==> src/rtl/vard_pkg.sv <==
// ----------------------------------------------------------------------------
// vard_pkg
// shared types and constants of the record deframer
// ----------------------------------------------------------------------------
package vard_pkg;

  localparam int FRAME_ADDR_BITS_DEF = 25;
  localparam int LINE_BYTES_BITS_DEF = 14;
  localparam int LINE_COUNT_BITS_DEF = 12;

  localparam int CFG_IDX_W  = 3;
  localparam int CFG_DATA_W = 25;
  localparam int KIND_W     = 3;
  localparam int CNT_W      = 16;

  typedef enum logic [CFG_IDX_W-1:0] {
    REG_LINE_LEN   = 3'd0,
    REG_STRIDE     = 3'd1,
    REG_HEIGHT     = 3'd2,
    REG_FRAME_SIZE = 3'd3,
    REG_INTERLACE  = 3'd4,
    REG_HALTED     = 3'd5
  } reg_idx_t;

  typedef enum logic [KIND_W-1:0] {
    K_VIDEO  = 3'd0,
    K_AUDIO  = 3'd1,
    K_ABORT  = 3'd2,
    K_START  = 3'd3,
    K_CLEAR  = 3'd4,
    K_FINISH = 3'd5
  } kind_t;

  typedef enum logic [1:0] {
    ST_HDR   = 2'd0,
    ST_LINE  = 2'd1,
    ST_AUDIO = 2'd2,
    ST_SKIP  = 2'd3
  } parse_t;

  localparam logic [7:0] BYTE_SYNC = 8'hff;
  localparam logic [7:0] BYTE_ZERO = 8'h00;
  localparam logic [7:0] BIT_V     = 8'h20;
  localparam logic [7:0] BIT_ONE   = 8'h80;

  function automatic logic code_ok(input logic [7:0] xy);
    logic f, v, h;
    f = xy[6];
    v = xy[5];
    h = xy[4];
    return ((xy & BIT_ONE) != BYTE_ZERO) && (xy[3] == (v ^ h)) && (xy[2] == (f ^ h))
      && (xy[1] == (f ^ v)) && (xy[0] == (f ^ v ^ h));
  endfunction

endpackage

==> src/rtl/vard_front.sv <==
// ----------------------------------------------------------------------------
// vard_front
// header gathering, marker decode and frame tracking; emits up to three
// result beats per byte as one packed group
// ----------------------------------------------------------------------------
module vard_front #(
  parameter int FRAME_ADDR_BITS = vard_pkg::FRAME_ADDR_BITS_DEF,
  parameter int LINE_BYTES_BITS = vard_pkg::LINE_BYTES_BITS_DEF,
  parameter int LINE_COUNT_BITS = vard_pkg::LINE_COUNT_BITS_DEF
) (
  input  logic                       clk,
  input  logic                       rst_n,
  input  logic                       in_valid,
  input  logic [7:0]                 in_byte,
  input  logic [LINE_BYTES_BITS-1:0] line_len,
  input  logic [LINE_BYTES_BITS:0]   stride,
  input  logic [LINE_COUNT_BITS-1:0] height,
  input  logic [FRAME_ADDR_BITS-1:0] size_lim,
  input  logic                       interlaced,
  output logic                       grp_valid,
  output logic [1:0]                 grp_cnt,
  output logic [2:0][vard_pkg::KIND_W-1:0] grp_kind,
  output logic [FRAME_ADDR_BITS-1:0] grp_addr,
  output logic [7:0]                 grp_data,
  output logic                       grp_field,
  output logic [vard_pkg::CNT_W-1:0] grp_perr,
  output logic [vard_pkg::CNT_W-1:0] grp_resync
);
  import vard_pkg::*;

  parse_t                     stage_r, stage_nxt;
  logic [23:0]                hdr_r, hdr_nxt;
  logic [1:0]                 hcnt_r, hcnt_nxt;
  logic [LINE_BYTES_BITS+1:0] rem_r, rem_nxt;
  logic [LINE_BYTES_BITS-1:0] off_r, off_nxt;
  logic [FRAME_ADDR_BITS-1:0] base_r, base_nxt;
  logic [LINE_COUNT_BITS-1:0] done_r, done_nxt;
  logic blank_r, blank_nxt, field_r, field_nxt, started_r, started_nxt;
  logic clrp_r, clrp_nxt;
  logic [CNT_W-1:0] perr_r, perr_nxt, rsy_r, rsy_nxt;

  logic [1:0]                 cnt;
  logic [2:0][KIND_W-1:0]     kinds;
  logic [FRAME_ADDR_BITS-1:0] addr;
  logic [7:0]                 data;
  logic [FRAME_ADDR_BITS:0]   sum_addr, sum_base;
  logic                       blank, f;

  assign sum_addr = {1'b0, base_r} + {{(FRAME_ADDR_BITS-LINE_BYTES_BITS+1){1'b0}}, off_r};
  assign sum_base = {1'b0, base_r} + {{(FRAME_ADDR_BITS-LINE_BYTES_BITS){1'b0}}, stride};
  assign blank = (in_byte & BIT_V) != BYTE_ZERO;
  assign f = in_byte[6];

  always_comb begin
    stage_nxt = stage_r; hdr_nxt = hdr_r; hcnt_nxt = hcnt_r; rem_nxt = rem_r;
    off_nxt = off_r; base_nxt = base_r; done_nxt = done_r; blank_nxt = blank_r;
    field_nxt = field_r; started_nxt = started_r; clrp_nxt = clrp_r;
    perr_nxt = perr_r; rsy_nxt = rsy_r;
    cnt = 2'd0; kinds = '0; addr = '0; data = '0;
    case (stage_r)
      ST_HDR: begin
        if (hcnt_r != 2'd3) begin
          hdr_nxt = {hdr_r[15:0], in_byte};
          hcnt_nxt = hcnt_r + 2'd1;
        end else begin
          hcnt_nxt = 2'd0;
          if (hdr_r[23:16] != BYTE_SYNC || hdr_r[15:8] != BYTE_ZERO ||
              (hdr_r[7:0] != BYTE_SYNC && hdr_r[7:0] != BYTE_ZERO)) begin
            if (rsy_r != '1) rsy_nxt = rsy_r + 1'b1;
          end else if (hdr_r[7:0] == BYTE_SYNC) begin
            rem_nxt = {{(LINE_BYTES_BITS-8){1'b0}}, in_byte, 2'b00};
            stage_nxt = (in_byte == BYTE_ZERO) ? ST_HDR : ST_AUDIO;
          end else begin
            if (!code_ok(in_byte) && perr_r != '1) perr_nxt = perr_r + 1'b1;
            if (!blank && blank_r) begin
              blank_nxt = 1'b0;
              field_nxt = f;
              if (!interlaced || !f) begin
                if (started_r) begin
                  kinds[cnt] = K_ABORT; cnt = cnt + 2'd1;
                end
                kinds[cnt] = K_START; cnt = cnt + 2'd1;
                if (interlaced && (clrp_r || started_r)) begin
                  kinds[cnt] = K_CLEAR; cnt = cnt + 2'd1;
                  clrp_nxt = 1'b0;
                end else if (started_r) begin
                  clrp_nxt = 1'b1;
                end
                done_nxt = '0;
                started_nxt = 1'b1;
              end
              base_nxt = (interlaced && f) ?
                {{(FRAME_ADDR_BITS-LINE_BYTES_BITS){1'b0}}, line_len} : '0;
            end else if (blank && !blank_r) begin
              blank_nxt = 1'b1;
              if (started_r && done_r == height) begin
                kinds[0] = K_FINISH; cnt = 2'd1;
              end else if (started_r && (!interlaced || f)) begin
                kinds[0] = K_ABORT; cnt = 2'd1;
                clrp_nxt = 1'b1;
              end
            end
            rem_nxt = {2'b00, line_len};
            off_nxt = '0;
            if (line_len == '0) stage_nxt = ST_HDR;
            else stage_nxt = blank ? ST_SKIP : ST_LINE;
          end
        end
      end
      ST_LINE: begin
        if (sum_addr < {1'b0, size_lim}) begin
          kinds[0] = K_VIDEO; cnt = 2'd1;
          addr = sum_addr[FRAME_ADDR_BITS-1:0];
          data = in_byte;
        end
        off_nxt = off_r + 1'b1;
        rem_nxt = rem_r - 1'b1;
        if (rem_r == 1) begin
          base_nxt = sum_base[FRAME_ADDR_BITS] ? '1 : sum_base[FRAME_ADDR_BITS-1:0];
          if (done_r != '1) done_nxt = done_r + 1'b1;
          stage_nxt = ST_HDR;
        end
      end
      ST_AUDIO: begin
        kinds[0] = K_AUDIO; cnt = 2'd1; data = in_byte;
        rem_nxt = rem_r - 1'b1;
        if (rem_r == 1) stage_nxt = ST_HDR;
      end
      default: begin
        rem_nxt = rem_r - 1'b1;
        if (rem_r == 1) stage_nxt = ST_HDR;
      end
    endcase
  end

  always_ff @(posedge clk) begin
    if (!rst_n) begin
      stage_r <= ST_HDR; hdr_r <= '0; hcnt_r <= '0; rem_r <= '0; off_r <= '0;
      base_r <= '0; done_r <= '0; blank_r <= 1'b1; field_r <= 1'b0;
      started_r <= 1'b0; clrp_r <= 1'b1; perr_r <= '0; rsy_r <= '0;
      grp_valid <= 1'b0;
    end else begin
      grp_valid <= in_valid && (cnt != 2'd0);
      if (in_valid) begin
        stage_r <= stage_nxt; hdr_r <= hdr_nxt; hcnt_r <= hcnt_nxt; rem_r <= rem_nxt;
        off_r <= off_nxt; base_r <= base_nxt; done_r <= done_nxt;
        blank_r <= blank_nxt; field_r <= field_nxt; started_r <= started_nxt;
        clrp_r <= clrp_nxt; perr_r <= perr_nxt; rsy_r <= rsy_nxt;
      end
    end
  end

  always_ff @(posedge clk) begin
    grp_cnt <= cnt; grp_kind <= kinds; grp_addr <= addr; grp_data <= data;
    grp_field <= field_nxt; grp_perr <= perr_nxt; grp_resync <= rsy_nxt;
  end

endmodule

==> src/rtl/vard_back.sv <==
// ----------------------------------------------------------------------------
// vard_back
// group queue and unpacker: stores result groups and hands out one beat
// per pop
// ----------------------------------------------------------------------------
module vard_back #(
  parameter int FRAME_ADDR_BITS = vard_pkg::FRAME_ADDR_BITS_DEF
) (
  input  logic                       clk,
  input  logic                       rst_n,
  input  logic                       grp_valid,
  input  logic [1:0]                 grp_cnt,
  input  logic [2:0][vard_pkg::KIND_W-1:0] grp_kind,
  input  logic [FRAME_ADDR_BITS-1:0] grp_addr,
  input  logic [7:0]                 grp_data,
  input  logic                       grp_field,
  input  logic [vard_pkg::CNT_W-1:0] grp_perr,
  input  logic [vard_pkg::CNT_W-1:0] grp_resync,
  output logic                       full,
  output logic                       empty,
  input  logic                       pop,
  output logic [vard_pkg::KIND_W-1:0] out_kind,
  output logic [FRAME_ADDR_BITS-1:0] out_addr,
  output logic [7:0]                 out_data,
  output logic                       out_field,
  output logic [vard_pkg::CNT_W-1:0] out_perr,
  output logic [vard_pkg::CNT_W-1:0] out_resync,
  output logic                       out_last
);
  import vard_pkg::*;

  localparam int DEPTH = 4;
  localparam int PW = 2;
  localparam int GW = 2 + 3*KIND_W + FRAME_ADDR_BITS + 8 + 1 + 2*CNT_W;

  logic [GW-1:0] mem_r [DEPTH];
  logic [PW-1:0] wp_r, rp_r;
  logic [PW:0]   cnt_r;
  logic [1:0]    sub_r;
  logic [GW-1:0] head;
  logic [1:0]    h_cnt;
  logic [2:0][KIND_W-1:0] h_kind;
  logic          do_pop, grp_done;

  assign head = mem_r[rp_r];
  assign {h_cnt, h_kind, out_addr, out_data, out_field, out_perr, out_resync} = head;
  assign out_kind = h_kind[sub_r];
  assign out_last = (sub_r + 2'd1) == h_cnt;
  assign empty = (cnt_r == '0);
  // two slots kept free for the groups still in the front register
  assign full = cnt_r >= (PW+1)'(DEPTH-2);
  assign do_pop = pop && !empty;
  assign grp_done = do_pop && out_last;

  always_ff @(posedge clk) begin
    if (grp_valid)
      mem_r[wp_r] <= {grp_cnt, grp_kind, grp_addr, grp_data, grp_field, grp_perr, grp_resync};
  end

  always_ff @(posedge clk) begin
    if (!rst_n) begin
      wp_r <= '0; rp_r <= '0; cnt_r <= '0; sub_r <= '0;
    end else begin
      if (grp_valid) wp_r <= wp_r + 1'b1;
      if (grp_done) begin
        rp_r <= rp_r + 1'b1;
        sub_r <= '0;
      end else if (do_pop) begin
        sub_r <= sub_r + 2'd1;
      end
      cnt_r <= cnt_r + (PW+1)'(grp_valid) - (PW+1)'(grp_done);
    end
  end

endmodule

==> src/rtl/video_audio_record_deframer_core.sv <==
// latency: a result beat reaches the result ports through the front group register and the queue
// throughput: one byte per cycle while full is low; a byte that causes several results holds
// the result side for one pop per result, the group queue absorbs the rest
// reset: synchronous active-low rst_n restores the config, parser and queue control registers and empties the queue
// ----------------------------------------------------------------------------
// video_audio_record_deframer_core
// stream record deframer: audio records, line markers and video writes
// ----------------------------------------------------------------------------
module video_audio_record_deframer_core #(
  parameter int FRAME_ADDR_BITS = vard_pkg::FRAME_ADDR_BITS_DEF,
  parameter int LINE_BYTES_BITS = vard_pkg::LINE_BYTES_BITS_DEF,
  parameter int LINE_COUNT_BITS = vard_pkg::LINE_COUNT_BITS_DEF
) (
  input  logic                          clk,
  input  logic                          rst_n,
  input  logic                          push,
  output logic                          full,
  input  logic [7:0]                    in_stream_byte,
  input  logic                          in_packet_last,
  output logic                          empty,
  input  logic                          pop,
  output logic [vard_pkg::KIND_W-1:0]   out_kind,
  output logic [FRAME_ADDR_BITS-1:0]    out_write_address,
  output logic [7:0]                    out_data_byte,
  output logic                          out_current_field,
  output logic [vard_pkg::CNT_W-1:0]    out_parity_errors,
  output logic [vard_pkg::CNT_W-1:0]    out_resync_count,
  output logic                          out_last,
  input  logic                          cfg_we,
  input  logic [vard_pkg::CFG_IDX_W-1:0] cfg_index,
  input  logic [vard_pkg::CFG_DATA_W-1:0] cfg_data
);
  import vard_pkg::*;

  logic [LINE_BYTES_BITS-1:0] len_r;
  logic [LINE_BYTES_BITS:0]   stride_r;
  logic [LINE_COUNT_BITS-1:0] height_r;
  logic [FRAME_ADDR_BITS-1:0] fsize_r;
  logic                       inter_r, halt_r;

  logic                       g_valid, g_field, acc;
  logic [1:0]                 g_cnt;
  logic [2:0][KIND_W-1:0]     g_kind;
  logic [FRAME_ADDR_BITS-1:0] g_addr;
  logic [7:0]                 g_data;
  logic [CNT_W-1:0]           g_perr, g_rsy;
  logic [63:0]                cfg_wide;

  assign cfg_wide = 64'(cfg_data);
  assign acc = push && !full && !halt_r && (in_packet_last || !in_packet_last);

  always_ff @(posedge clk) begin
    if (!rst_n) begin
      len_r    <= (LINE_BYTES_BITS)'(3840);
      stride_r <= (LINE_BYTES_BITS+1)'(3840);
      height_r <= (LINE_COUNT_BITS)'(1080);
      fsize_r  <= (FRAME_ADDR_BITS)'(4147200);
      inter_r  <= 1'b0;
      halt_r   <= 1'b0;
    end else if (cfg_we) begin
      case (cfg_index)
        REG_LINE_LEN:   len_r    <= cfg_wide[LINE_BYTES_BITS-1:0];
        REG_STRIDE:     stride_r <= cfg_wide[LINE_BYTES_BITS:0];
        REG_HEIGHT:     height_r <= cfg_wide[LINE_COUNT_BITS-1:0];
        REG_FRAME_SIZE: fsize_r  <= cfg_wide[FRAME_ADDR_BITS-1:0];
        REG_INTERLACE:  inter_r  <= cfg_data[0];
        REG_HALTED:     halt_r   <= cfg_data[0];
        default: ;
      endcase
    end
  end

  vard_front #(
    .FRAME_ADDR_BITS(FRAME_ADDR_BITS),
    .LINE_BYTES_BITS(LINE_BYTES_BITS),
    .LINE_COUNT_BITS(LINE_COUNT_BITS)
  ) u_front (
    .clk(clk), .rst_n(rst_n), .in_valid(acc), .in_byte(in_stream_byte),
    .line_len(len_r), .stride(stride_r), .height(height_r), .size_lim(fsize_r),
    .interlaced(inter_r), .grp_valid(g_valid), .grp_cnt(g_cnt), .grp_kind(g_kind),
    .grp_addr(g_addr), .grp_data(g_data), .grp_field(g_field), .grp_perr(g_perr),
    .grp_resync(g_rsy)
  );

  vard_back #(.FRAME_ADDR_BITS(FRAME_ADDR_BITS)) u_back (
    .clk(clk), .rst_n(rst_n), .grp_valid(g_valid), .grp_cnt(g_cnt), .grp_kind(g_kind),
    .grp_addr(g_addr), .grp_data(g_data), .grp_field(g_field), .grp_perr(g_perr),
    .grp_resync(g_rsy), .full(full), .empty(empty), .pop(pop), .out_kind(out_kind),
    .out_addr(out_write_address), .out_data(out_data_byte), .out_field(out_current_field),
    .out_perr(out_parity_errors), .out_resync(out_resync_count), .out_last(out_last)
  );

endmodule

==> config.mk <==
export PLATFORM = sky130hd
export DESIGN_NAME = video_audio_record_deframer_core
export DESIGN_NICKNAME = d
export VERILOG_FILES = /design/src/rtl/vard_pkg.sv /design/src/rtl/vard_front.sv /design/src/rtl/vard_back.sv /design/src/rtl/video_audio_record_deframer_core.sv
export SDC_FILE = /design/constraint.sdc
export NUM_CORES = 1
export LEC_CHECK = 0
export BUFFER_PORTS_ARGS = -buffer_cell sky130_fd_sc_hd__buf_2
export CAP_MARGIN = 20
export CORE_MARGIN = 2
export CORE_UTILIZATION = 56
export CTS_CLUSTER_DIAMETER = 50
export DETAILED_ROUTE_END_ITERATION = 16
export GPL_TIMING_DRIVEN = 0
export PLACE_DENSITY = 0.8
export SETUP_SLACK_MARGIN = 0.1
export SLEW_MARGIN = 20
export SYNTH_ARGS = -nofsm -noshare
export SYNTH_HDL_FRONTEND = slang
export SYNTH_SLANG_ARGS = --single-unit
==> constraint.sdc <==
create_clock -name clk -period 9 [get_ports clk]
set_input_delay 1.8 -clock clk [delete_from_list [all_inputs] [get_ports clk]]
set_output_delay 1.8 -clock clk [all_outputs]
set_load 0.02 [all_outputs]
==> results of run 1 <==
==> final cells by class <==
| class | instances | area (sq um) |
|---|---|---|
| fill | 3299 | 15900 |
| sequential | 581 | 14600 |
| tap | 592 | 741 |
| multi-input combinational | 1400 | 9790 |
| inverter | 61 | 229 |
| clock inverter | 34 | 253 |
| timing repair buffer | 114 | 661 |
| clock buffer | 74 | 1570 |
| buffer | 104 | 415 |
==> metal layers <==
metal	vias to the layer above	global-route usage	part of all wire
met5	-	0	0
li1	8186	-	-
met2	776	0.447	0.48
met3	135	0.0385	0.076
met1	8736	0.355	0.41
met4	0	0.100	0.032
==> how the worst max path moves through the flow <==
| stage | endpoint | start | slack (ps) |
|---|---|---|---|
| floorplan | u_front.grp_addr[12] | u_front.off_r[0] | 5050 |
| global placement | u_front.grp_data[6] | u_front.off_r[5] | 3780 |
| detailed placement | u_front.grp_data[6] | u_front.off_r[0] | 3780 |
| CTS | out_data_byte[3] | flop | 3660 |
| global route | u_front.grp_data[0] | u_front.off_r[5] | 3220 |
| finish | u_front.grp_data[2] | u_front.off_r[0] | 3590 |
==> state kept, by name (all words and copies together) (netlist names), 3 cells and up, named ones only <==
name                cells
u_front.perr_r         16
u_back.cnt_r            3
len_r                  14
stride_r               15
u_front.hdr_r          24
u_front.grp_kind        6
fsize_r                25
u_back.mem_r          296
height_r               12
u_front.grp_addr       25
u_front.grp_data        8
u_front.base_r         25
u_front.done_r         12
u_front.off_r          14
u_front.grp_resync     16
u_front.rem_r          16
u_front.grp_perr       16
u_front.rsy_r          16
==> worst max-delay path, cell delays in order, from the launching register on <==
cell,delay (ps)
dfxtp_1,410
ha_1,250
fa_1,260
a211oi_1,110
o21ai_0,350
nand4_1,170
a21oi_1,500
a31oi_1,290
or3_1,380
nand2_1,100
ha_1,240
a21o_1,160
a21oi_1,330
o21ai_0,190
o22ai_1,670
o21ai_2,290
buf_2,290
a21oi_1,300
==> cell families (layout without fill, tap and decap cells) <==
kind of cell	count (synthesis)	in the layout
AOI/OAI and AO/OA	383	383
adders and majority gates	79	79
buffers and inverters	165	387
muxes	88	88
xor gates and xnor gates	121	121
and+or+nand+nor	729	729
DFF	581	581
==> synth_stat cells (all sizes together) (12+ instances only) <==
library cell	instances	area [sq um]
nor3	51	265
inv	61	229
or3	17	106
nor2	130	493
nand4	31	215
mux4	74	1670
dfxtp	285	5710
nor4	30	221
edfxtp	296	8890
nand2	307	1150
and2	20	128
a211oi	14	110
o21ai	77	408
clkbuf	75	282
and3	21	136
buf	29	134
xnor2	57	499
o21bai	12	90.1
nor2b	18	113
a21oi	169	850
o21a	12	97.6
a31oi	12	75.1
xor2	64	561
ha	76	951
nand3	67	348
a21o	14	105
o211ai	13	97.6
==> metrics by stage <==
step                      instances  utilization  hold WS [ps]  total power, uW  area (sq um)
after detailed placement       2852        0.599           449             2960         26400
after global routing           2960        0.640           474             5350         28300
after CTS                      2960        0.640           458             5230         28200
final                          2960        0.640           457             5210         28300
after floorplan                2146            -           432             2900         25000
after global placement         2847        0.596           440             2950         26300
==> power groups by stage <==
stage               clock network [uW]  logic [uW]  registers, uW
floorplan                            0        70.1           2830
global placement                     0         115           2840
detailed placement                   0         118           2840
CTS                               2330         119           2780
global route                      2430         130           2780
finish                            2300         121           2780
==> run summary, run 1 <==
Status: finished clean
HP Start: fsize_r[2]
Initial core utilization: 0.567
Sequential-to-total area share from yosys stat: 0.583
Detailed Route WL: 62000 um
Hold-fix buffers, CTS: 0
Seq cells post-synth: 581
Pins Over Slew Limit: 0
Setup ws final: 3590 ps
R2R Path End: u_front.grp_data[2]
Cells resized by post-CTS repair: 0
Worst min path class: flop to flop
Min cycle time layout: 5410 ps
Clock buffer depth: 3
Total negative setup slack: 0 ps
Post-route ant nets: 0
Vias/cell: 6.02
Syn_area_per_cell: 11.7 sq um
Sw Ratio: 0.212
Most frequent cells in the layout: nand2_1, edfxtp_1, dfxtp_1, a21oi_1, nor2_1
Max-cap violations: 0
I/O Buffers: 109
Sink Count: 581
Combinational family with the most area after synthesis: simple AND/OR/NAND/NOR gates
CP Data Arrival Time: 5920 ps
Endpoints failing setup: 0
Post-synthesis mux area share: 0.0725
PD cells: 184 nW/um^2
Yosys warning total: 0
Critical path startpoint category: flop
Netlist cell types: 81
Reg2Reg Setup Slack: 3590 ps
Hold endpoint: fsize_r[2]
Worst skew pair latency: 620 ps
Req. time, crit path: 9500 ps
Placer Congestion: 0.908
Vias in the first global route: 17.7k
Final hold violations: 0
Post-synth ARST share: 0
Clock buffer count from CTS: 57
Post-synthesis cell area: 25000 sq um
Die width: 215 um
Post-Syn Instances: 2146
Comb pwr share: 0.023
Clk root buf: clkbuf_16
Commonest non-fill, non-tap cell in the layout: nand2_1
Top-level I/O count: 114
Simple-gate portion of the synthesized area: 0.140
Die area: 46400 sq um
Layout cells sized above 1: 0.145
CP Max Fanout: 10
VDD IR max: 0.000152 V
Final Skew: 16.6 ps
R2R depth: 17
First-pass GRT wire length: 96700 um
GRT Util Overall: 0.267
HPWL Detailed: 43300 um
Via count: 17.8k
F_max: 0.185 GHz
Crit end category: flop
Post-Synth Adder-Cell Area: 0.0404
Area grow syn2layout: 13.0%
Starting DRT DRC Count: 1991
Setup Buffers After CTS: 0
Die Height: 215 um
Synth Area in Compound Gates: 0.0958
Synth Area in XOR/XNOR: 0.0424
Clock Power Share: 0.442
Switching pwr: 1110 uW
GRT overflow: 0
# H-tree levels: 2
Pre-CTS WS: 3780 ps
Largest net degree at the start of global routing: 43
Part of the cycle the worst path needs: 0.602
Seq pwr share: 0.535
Measured slew at the worst slew-check pin: 1040 ps
RSZ-0062 raised after global routing: false
Leak pwr: 0.00985 uW
Synthesized Nets: 2267
Int Power: 4100 uW
Drt pass-1 iters: 6
R2r startpoint: u_front.off_r[0]
CTS tree: done
Number of synthesized flops with an enable pin: 296
WS Path Type: flop to flop
N_diodes: 0
Slew headroom: 0.308
Hold path depth: 2
Core ar.: 44100 sq um
Initial antenna violation count: 0
Row cnt: 77
DR WL/cell: 20.9 um
Final nets: 2440
Clock-pin slew on the worst setup and hold paths: 60 ps
Top_reg_cell synth: edfxtp_1
DRC: 0
(Power assumes the default switching activity.)
==> run 2, diff against run 1 <==
--- a/config.mk
+++ b/config.mk
@@ -5,6 +5,7 @@
 export SDC_FILE = /design/constraint.sdc
 export NUM_CORES = 1
 export LEC_CHECK = 0
+export ABC_AREA = 1
 export BUFFER_PORTS_ARGS = -buffer_cell sky130_fd_sc_hd__buf_2
 export CAP_MARGIN = 20
 export CORE_MARGIN = 2
@@ -12,7 +13,7 @@
 export CTS_CLUSTER_DIAMETER = 50
 export DETAILED_ROUTE_END_ITERATION = 16
 export GPL_TIMING_DRIVEN = 0
-export PLACE_DENSITY = 0.8
+export PLACE_DENSITY = 0.82
 export SETUP_SLACK_MARGIN = 0.1
 export SLEW_MARGIN = 20
 export SYNTH_ARGS = -nofsm -noshare
==> constraint.sdc (replaced) <==
create_clock -name clk -period 4.95 [get_ports clk]
set_input_delay 0.99 -clock clk [delete_from_list [all_inputs] [get_ports clk]]
set_output_delay 0.99 -clock clk [all_outputs]
set_load 0.02 [all_outputs]
==> run 2 against run 1 <==
Effect of this change:
- clock power increased by 100%
- combinational power increased to 3.0 times the previous value
- cell count increased by 25%
- critical path depth decreased by 11
- sequential power increased by 86%
- total power increased by 96%
- critical endpoint is now out_write_address[4]
==> run summary, run 2 <==
HPWL Detailed: 49600 um (was 43300 um)
Placed Cells: 3580 (was 2852)
Post-route ant nets: 0 (unchanged)
Most frequent cells after synthesis: nand2_1, nor2_1, o21ai_0 (was nand2_1, edfxtp_1, dfxtp_1)
F_max: 0.223 GHz
Endpoints failing setup: 0 (unchanged)
Comb pwr share: 0.035 (was 0.023)
Pins Over Slew Limit: 0 (unchanged)
Commonest non-fill, non-tap cell in the layout: nand2_1 (unchanged)
CP Data Arrival Time: 3500 ps (was 5920 ps)
CP Max Fanout: 10 (unchanged)
Req. time, crit path: 3960 ps (was 9500 ps)
Count leader, synth: nand2_1 (unchanged)
N_diodes: 0 (unchanged)
VDD IR max: 0.000249 V (was 0.000152 V)
Switching pwr: 2270 uW (was 1110 uW)
Sink Count: 581 (unchanged)
PD cells: 345 nW/um^2 (was 184 nW/um^2)
Syn_area_per_cell: 9.12 sq um (was 11.7 sq um)
Hold slack: 462 ps (was 457 ps)
Status: finished clean (unchanged)
Yosys warning total: 0 (unchanged)
Max reg flops: 296 (unchanged)
Detailed Route WL: 71200 um (was 62000 um)
Min cycle time layout: 4490 ps
Top_reg_cell synth: edfxtp_1 (unchanged)
Measured slew at the worst slew-check pin: 973 ps (was 1040 ps)
Drt pass-1 iters: 5 (was 6)
Slew headroom: 0.349 (was 0.308)
Multi-input gate area: 9900 sq um (was 9790 sq um)
Initial core utilization: 0.564 (was 0.567)
Largest reg by FF count: u_back.mem_r (unchanged)
Leak pwr: 0.0116 uW (was 0.00985 uW)
Layout cells sized above 1: 0.0953 (was 0.145)
Final Skew: 18.2 ps (was 16.6 ps)
Worst min path class: flop to flop (unchanged)
Setup ws final: 460 ps (was 3590 ps)
Die width: 220 um (was 215 um)
DRC: 0 (unchanged)
Critical path startpoint category: flop (unchanged)
Seq pwr share: 0.508 (was 0.535)
Synth area leaders: edfxtp_1, dfxtp_1, o21ai_0 (was edfxtp_1, dfxtp_1, mux4_2)
Initial antenna violation count: 1 (was 0)
Final Util: 0.639 (was 0.640)
Int Power: 7940 uW (was 4100 uW)
Area leader, netlist: edfxtp_1 (unchanged)
Top cell type's share of synthesized area: 0.341 (was 0.355)
Final nets: 3155 (was 2440)
Number of synthesized flops with an enable pin: 296 (unchanged)
Final Instance Count excl. Fillers: 3692 (was 2960)
Clock buffer depth: 3 (unchanged)
Post-Syn Instances: 2859 (was 2146)
Vias/cell: 5.88 (was 6.02)
Hold path depth: 2 (unchanged)
Post-synth ARST share: 0 (unchanged)
I/O Buffers: 110 (was 109)
Largest net degree at the start of global routing: 49 (was 43)
CTS tree: done (unchanged)
Clk root buf: clkbuf_16 (unchanged)
# H-tree levels: 2 (unchanged)
First-pass GRT wire length: 110000 um (was 96700 um)
Clock Power Share: 0.457 (was 0.442)
Clock buffer count from CTS: 59 (was 57)
R2R depth: 21 (was 17)
Sequential-to-total area share from yosys stat: 0.560 (was 0.583)
Hold-fix buffers, CTS: 0 (unchanged)
Cells resized by post-CTS repair: 0 (unchanged)
RSZ-0062 raised after global routing: false (unchanged)
Worst skew pair latency: 640 ps (was 620 ps)
WS Path Type: flop to output port (was flop to flop)
Row cnt: 79 (was 77)
Clock-pin slew on the worst setup and hold paths: 70 ps (was 60 ps)
Synthesized Nets: 2980 (was 2267)
Core ar.: 46300 sq um (was 44100 sq um)
Post-synthesis cell area: 26100 sq um (was 25000 sq um)
Starting DRT DRC Count: 2390 (was 1991)
Via count: 21.7k (was 17.8k)
Netlist cell types: 62 (was 81)
Sw Ratio: 0.222 (was 0.212)
Crit end category: output port (was flop)
Vias in the first global route: 20.8k (was 17.7k)
GRT Util Overall: 0.293 (was 0.267)
Part of the cycle the worst path needs: 0.907
Max-cap violations: 0 (unchanged)
Reg area: 14600 sq um (unchanged)
Total negative setup slack: 0 ps (unchanged)
Most frequent cells in the layout: nand2_1, nor2_1, o21ai_0, edfxtp_1, dfxtp_1 (was nand2_1, edfxtp_1, dfxtp_1, a21oi_1, nor2_1)
Top-level I/O count: 114 (unchanged)
Final hold violations: 0 (unchanged)
Seq cells post-synth: 581 (unchanged)
Die area: 48300 sq um (was 46400 sq um)
Pre-CTS WS: 876 ps (was 3780 ps)
Die Height: 220 um (was 215 um)
Area grow syn2layout: 13.4% (was 13.0%)
Fill cells: 3542 (was 3299)
Placer Congestion: 0.966 (was 0.908)
Setup Buffers After CTS: 0 (unchanged)
GRT overflow: 0 (unchanged)
DR WL/cell: 19.3 um (was 20.9 um)
[run 2: cell count changes after synthesis, moves of 45 or more]
cell and change:
nor2_1 +251, o22ai_1 +75, mux4_2 -74, nand2_1 +85, o21ai_0 +258, inv_1 +224
nand3_1 +45
[run 2: kinds of logic (layout without fill, tap and decap cells)]
| family | count (synthesis) | in the layout | synth area share |
|---|---|---|---|
| adders and majority gates | 79 | 79 | 0.0388 |
| AOI/OAI and AO/OA | 677 | 677 | 0.142 |
| DFF | 581 | 581 | 0.560 |
| xor gates and xnor gates | 77 | 77 | 0.0259 |
| and+or+nand+nor | 1039 | 1039 | 0.173 |
| buffers and inverters | 406 | 632 | 0.0608 |
[run 2: critical path, cell delays in order, from the launching register on]
cell	delay, ps
dfxtp_1	460
clkbuf_1	520
clkbuf_1	610
buf_1	520
nor2_1	140
o22ai_1	360
buf_2	250
[run 2: power by group through the flow]
| stage | registers, uW | clock network [uW] | logic (uW) |
|---|---|---|---|
| after global routing | 5190 | 4880 | 398 |
| after floorplan | 5260 | 0 | 223 |
| after CTS | 5180 | 4680 | 353 |
| after detailed placement | 5280 | 0 | 349 |
| final | 5180 | 4660 | 361 |
| after global placement | 5280 | 0 | 335 |
[run 2: area by class of cell]
class | instances | area share
inverter | 291 | 0.0373
buffer | 115 | 0.0167
clock buffer | 76 | 0.0552
sequential | 581 | 0.493
multi-input combinational | 1872 | 0.335
clock inverter | 36 | 0.0147
tap | 607 | 0.0257
timing repair buffer | 114 | 0.0223
[run 2: through the flow]
step	power, uW	instance area [sq um]
2_1_floorplan	5490	26100
3_3_place_gp	5610	27400
3_5_place_dp	5630	27500
4_1_cts	10200	29600
5_1_grt	10500	29600
6_report	10200	29600
[run 2: worst paths after layout]
check              startpoint                   end  slack (ps)
max                      flop  out_write_address[4]         460
min               fsize_r[22]           fsize_r[22]         460
max reg2reg  u_front.off_r[0]  u_front.grp_addr[23]         740
min reg2reg       fsize_r[22]           fsize_r[22]         460
[run 2: per-layer routing]
| metal | part of all wire | up-vias | GRT usage | wire [um] |
|---|---|---|---|---|
| met1 | 0.40 | 10300 | 0.387 | 28500 |
| met3 | 0.089 | 175 | 0.0431 | 6340 |
| met2 | 0.47 | 1092 | 0.484 | 33600 |
| li1 | - | 10100 | - | - |
| met5 | 0.00015 | - | 0 | 11 |
| met4 | 0.038 | 2 | 0.128 | 2720 |
==> run 3, diff against run 2 <==
--- a/config.mk
+++ b/config.mk
@@ -5,7 +5,6 @@
 export SDC_FILE = /design/constraint.sdc
 export NUM_CORES = 1
 export LEC_CHECK = 0
-export ABC_AREA = 1
 export BUFFER_PORTS_ARGS = -buffer_cell sky130_fd_sc_hd__buf_2
 export CAP_MARGIN = 20
 export CORE_MARGIN = 2
@@ -13,7 +12,7 @@
 export CTS_CLUSTER_DIAMETER = 50
 export DETAILED_ROUTE_END_ITERATION = 16
 export GPL_TIMING_DRIVEN = 0
-export PLACE_DENSITY = 0.82
+export PLACE_DENSITY = 0.81
 export SETUP_SLACK_MARGIN = 0.1
 export SLEW_MARGIN = 20
 export SYNTH_ARGS = -nofsm -noshare
==> run 3 against run 2 <==
Effect of this change:
- cell count fell by 20%
- global-route usage fell by 2.5 points
- worst hold slack got worse by 4.5 ps
- cell area fell by 4.0%
- clock skew rose by 6.7 ps
- critical path depth rose by 11
- sequential share of layout area rose by 2.1 points
- total power fell by 5.5%
- maximum frequency fell by 4.2%
- register-to-register slack got worse by 480 ps
- via count fell by 17%
==> run summary, run 3 (synthesis results as in run 1) <==
CP Max Fanout: 10 (unchanged)
Max reg flops: 296 (unchanged)
Drt pass-1 iters: 5 (unchanged)
Most frequent cells in the layout: nand2_1, edfxtp_1, dfxtp_1, a21oi_1, nor2_1 (was nand2_1, nor2_1, o21ai_0, edfxtp_1, dfxtp_1)
Die width: 215 um (was 220 um)
DR WL/cell: 21.1 um (was 19.3 um)
Via count: 18.0k (was 21.7k)
Hold-fix buffers, CTS: 0 (unchanged)
Layout cells sized above 1: 0.147 (was 0.0953)
Met1 Track Usage GR: 0.351 (was 0.387)
N_diodes: 0 (unchanged)
Worst skew pair latency: 630 ps (was 640 ps)
Slowest stage cell, crit path: dfxtp_1 (was clkbuf_1)
Die area: 46400 sq um (was 48300 sq um)
Part of the cycle the worst path needs: 0.947 (was 0.907)
Final Skew: 24.8 ps (was 18.2 ps)
RSZ-0062 raised after global routing: false (unchanged)
Critical path startpoint category: flop (unchanged)
Clk root buf: clkbuf_16 (unchanged)
CP peak stage delay: 420 ps (was 610 ps)
Worst min path class: flop to flop (unchanged)
Gr busiest metal: met2 (unchanged)
Final nets: 2442 (was 3155)
Endpoints failing setup: 0 (unchanged)
Leak pwr: 0.00989 uW (was 0.0116 uW)
Total negative setup slack: 0 ps (unchanged)
F_max: 0.213 GHz (was 0.223 GHz)
VDD IR max: 0.000261 V (was 0.000249 V)
Detailed Route WL: 62500 um (was 71200 um)
Starting DRT DRC Count: 2025 (was 2390)
Row cnt: 77 (was 79)
CTS tree: done (unchanged)
Vias/cell: 6.06 (was 5.88)
Post-route ant nets: 0 (unchanged)
Hold slack: 458 ps (was 462 ps)
Sink Count: 581 (unchanged)
PD cells: 340 nW/um^2 (was 345 nW/um^2)
GRT Util Overall: 0.269 (was 0.293)
HPWL Detailed: 42900 um (was 49600 um)
Crit end category: flop (was output port)
WP buf/inv: 1 (was 4)
# H-tree levels: 2 (unchanged)
Initial core utilization: 0.567 (was 0.564)
Min cycle time layout: 4690 ps (was 4490 ps)
DRC: 0 (unchanged)
Area grow syn2layout: 13.5% (was 13.4%)
Clock-pin slew on the worst setup and hold paths: 60 ps (was 70 ps)
Met2 GRT Util: 0.444 (was 0.484)
Clock buffer depth: 3 (unchanged)
Pins Over Slew Limit: 0 (unchanged)
Commonest non-fill, non-tap cell in the layout: nand2_1 (unchanged)
Core ar.: 44100 sq um (was 46300 sq um)
Status: finished clean (unchanged)
Max-cap violations: 0 (unchanged)
First-pass GRT wire length: 97300 um (was 110000 um)
Measured slew at the worst slew-check pin: 1010 ps (was 973 ps)
Clock buffer count from CTS: 58 (was 59)
Vias in the first global route: 17.7k (was 20.8k)
Largest reg by FF count: u_back.mem_r (unchanged)
Placer Congestion: 0.945 (was 0.966)
CP Data Arrival Time: 5190 ps (was 3500 ps)
Worst-path cell chain: ha_1 -> fa_1 -> a211oi_1 -> o21ai_0 -> nand4_1 -> a21oi_2 -> a31oi_2 -> or3_1 -> nand2_1 -> ha_1 -> a21o_1 -> a21oi_1 -> o21ai_1 -> o22ai_2 -> o21ai_2 -> buf_4 -> a21oi_1 (was clkbuf_1 -> clkbuf_1 -> buf_1 -> nor2_1 -> o22ai_1 -> buf_2)
Met3 usage: 0.0501 (was 0.0431)
Final hold violations: 0 (unchanged)
Initial antenna violation count: 0 (was 1)
I/O Buffers: 109 (was 110)
WS Path Type: flop to flop (was flop to output port)
Die Height: 215 um (was 220 um)
Req. time, crit path: 5460 ps (was 3960 ps)
Top-level I/O count: 114 (unchanged)
Slew headroom: 0.325 (was 0.349)
Top delay family on crit path: compound AO/OA/AOI/OAI gates (was buffers and inverters)
GRT overflow: 0 (unchanged)
Largest net degree at the start of global routing: 42 (was 49)
-- run 3: worst paths after layout --
path / from / slack, ps / cells past startpoint / endpoint
min: fsize_r[0] / 460 / 2 / fsize_r[0]
max reg2reg: u_front.off_r[0] / 260 / 17 / u_front.grp_data[1]
max: u_front.off_r[0] / 260 / 17 / u_front.grp_data[1]
min reg2reg: fsize_r[0] / 460 / 2 / fsize_r[0]
-- run 3: repair_timing --
| item | in CTS | in global routing |
|---|---|---|
| gates cloned | 0 | 0 |
| pin swaps | 1 | 0 |
| resized for setup | 1 | 8 |
| endpoints found under the setup margin | 26 | 20 |
| buffers inserted | 1 | 0 |
-- run 3: worst register-to-register path: cells and delay by family (launching register included) --
kind	cells	cell delay, ps
adders and majority gates	3	750
buffers and inverters	1	240
AOI/OAI and AO/OA	10	2470
and+or+nand+nor	3	690
DFF	1	420
-- run 3: stage by stage --
stage          total power, uW  cell area (sq um)  setup WS (ps)  cells  utilization
3_5_place_dp              5370              26400           -416   2852        0.599
3_3_place_gp              5370              26300           -273   2847        0.596
6_report                  9650              28400            264   2963        0.644
5_1_grt                   9910              28400            102   2963        0.644
4_1_cts                   9680              28400            144   2963        0.643
2_1_floorplan             5280              25000           1000   2146            -
-- run 3: per-layer routing --
layer  up-vias  part of all wire
li1       8183                 -
met1      8734              0.40
met2       875              0.48
met3       166             0.083
met4         0             0.038
met5         -                 0
-- run 3: area by class of cell --
| cell class | count | area [sq um] |
|---|---|---|
| clock inverter | 29 | 308 |
| multi-input combinational | 1400 | 9820 |
| tap | 592 | 741 |
| inverter | 61 | 229 |
| buffer | 104 | 418 |
| timing repair buffer | 115 | 676 |
| sequential | 581 | 14600 |
| clock buffer | 81 | 1610 |
| fill | 3237 | 15700 |
-- run 3: power breakdown --
group | switching (uW) | internal [uW] | leakage [uW] | total, uW
registers | 24.9 | 5030 | 0.00487 | 5060
clock network | 1870 | 2500 | 0.000926 | 4370
logic | 155 | 65.2 | 0.00409 | 221
total | 2050 | 7600 | 0.00989 | 9650
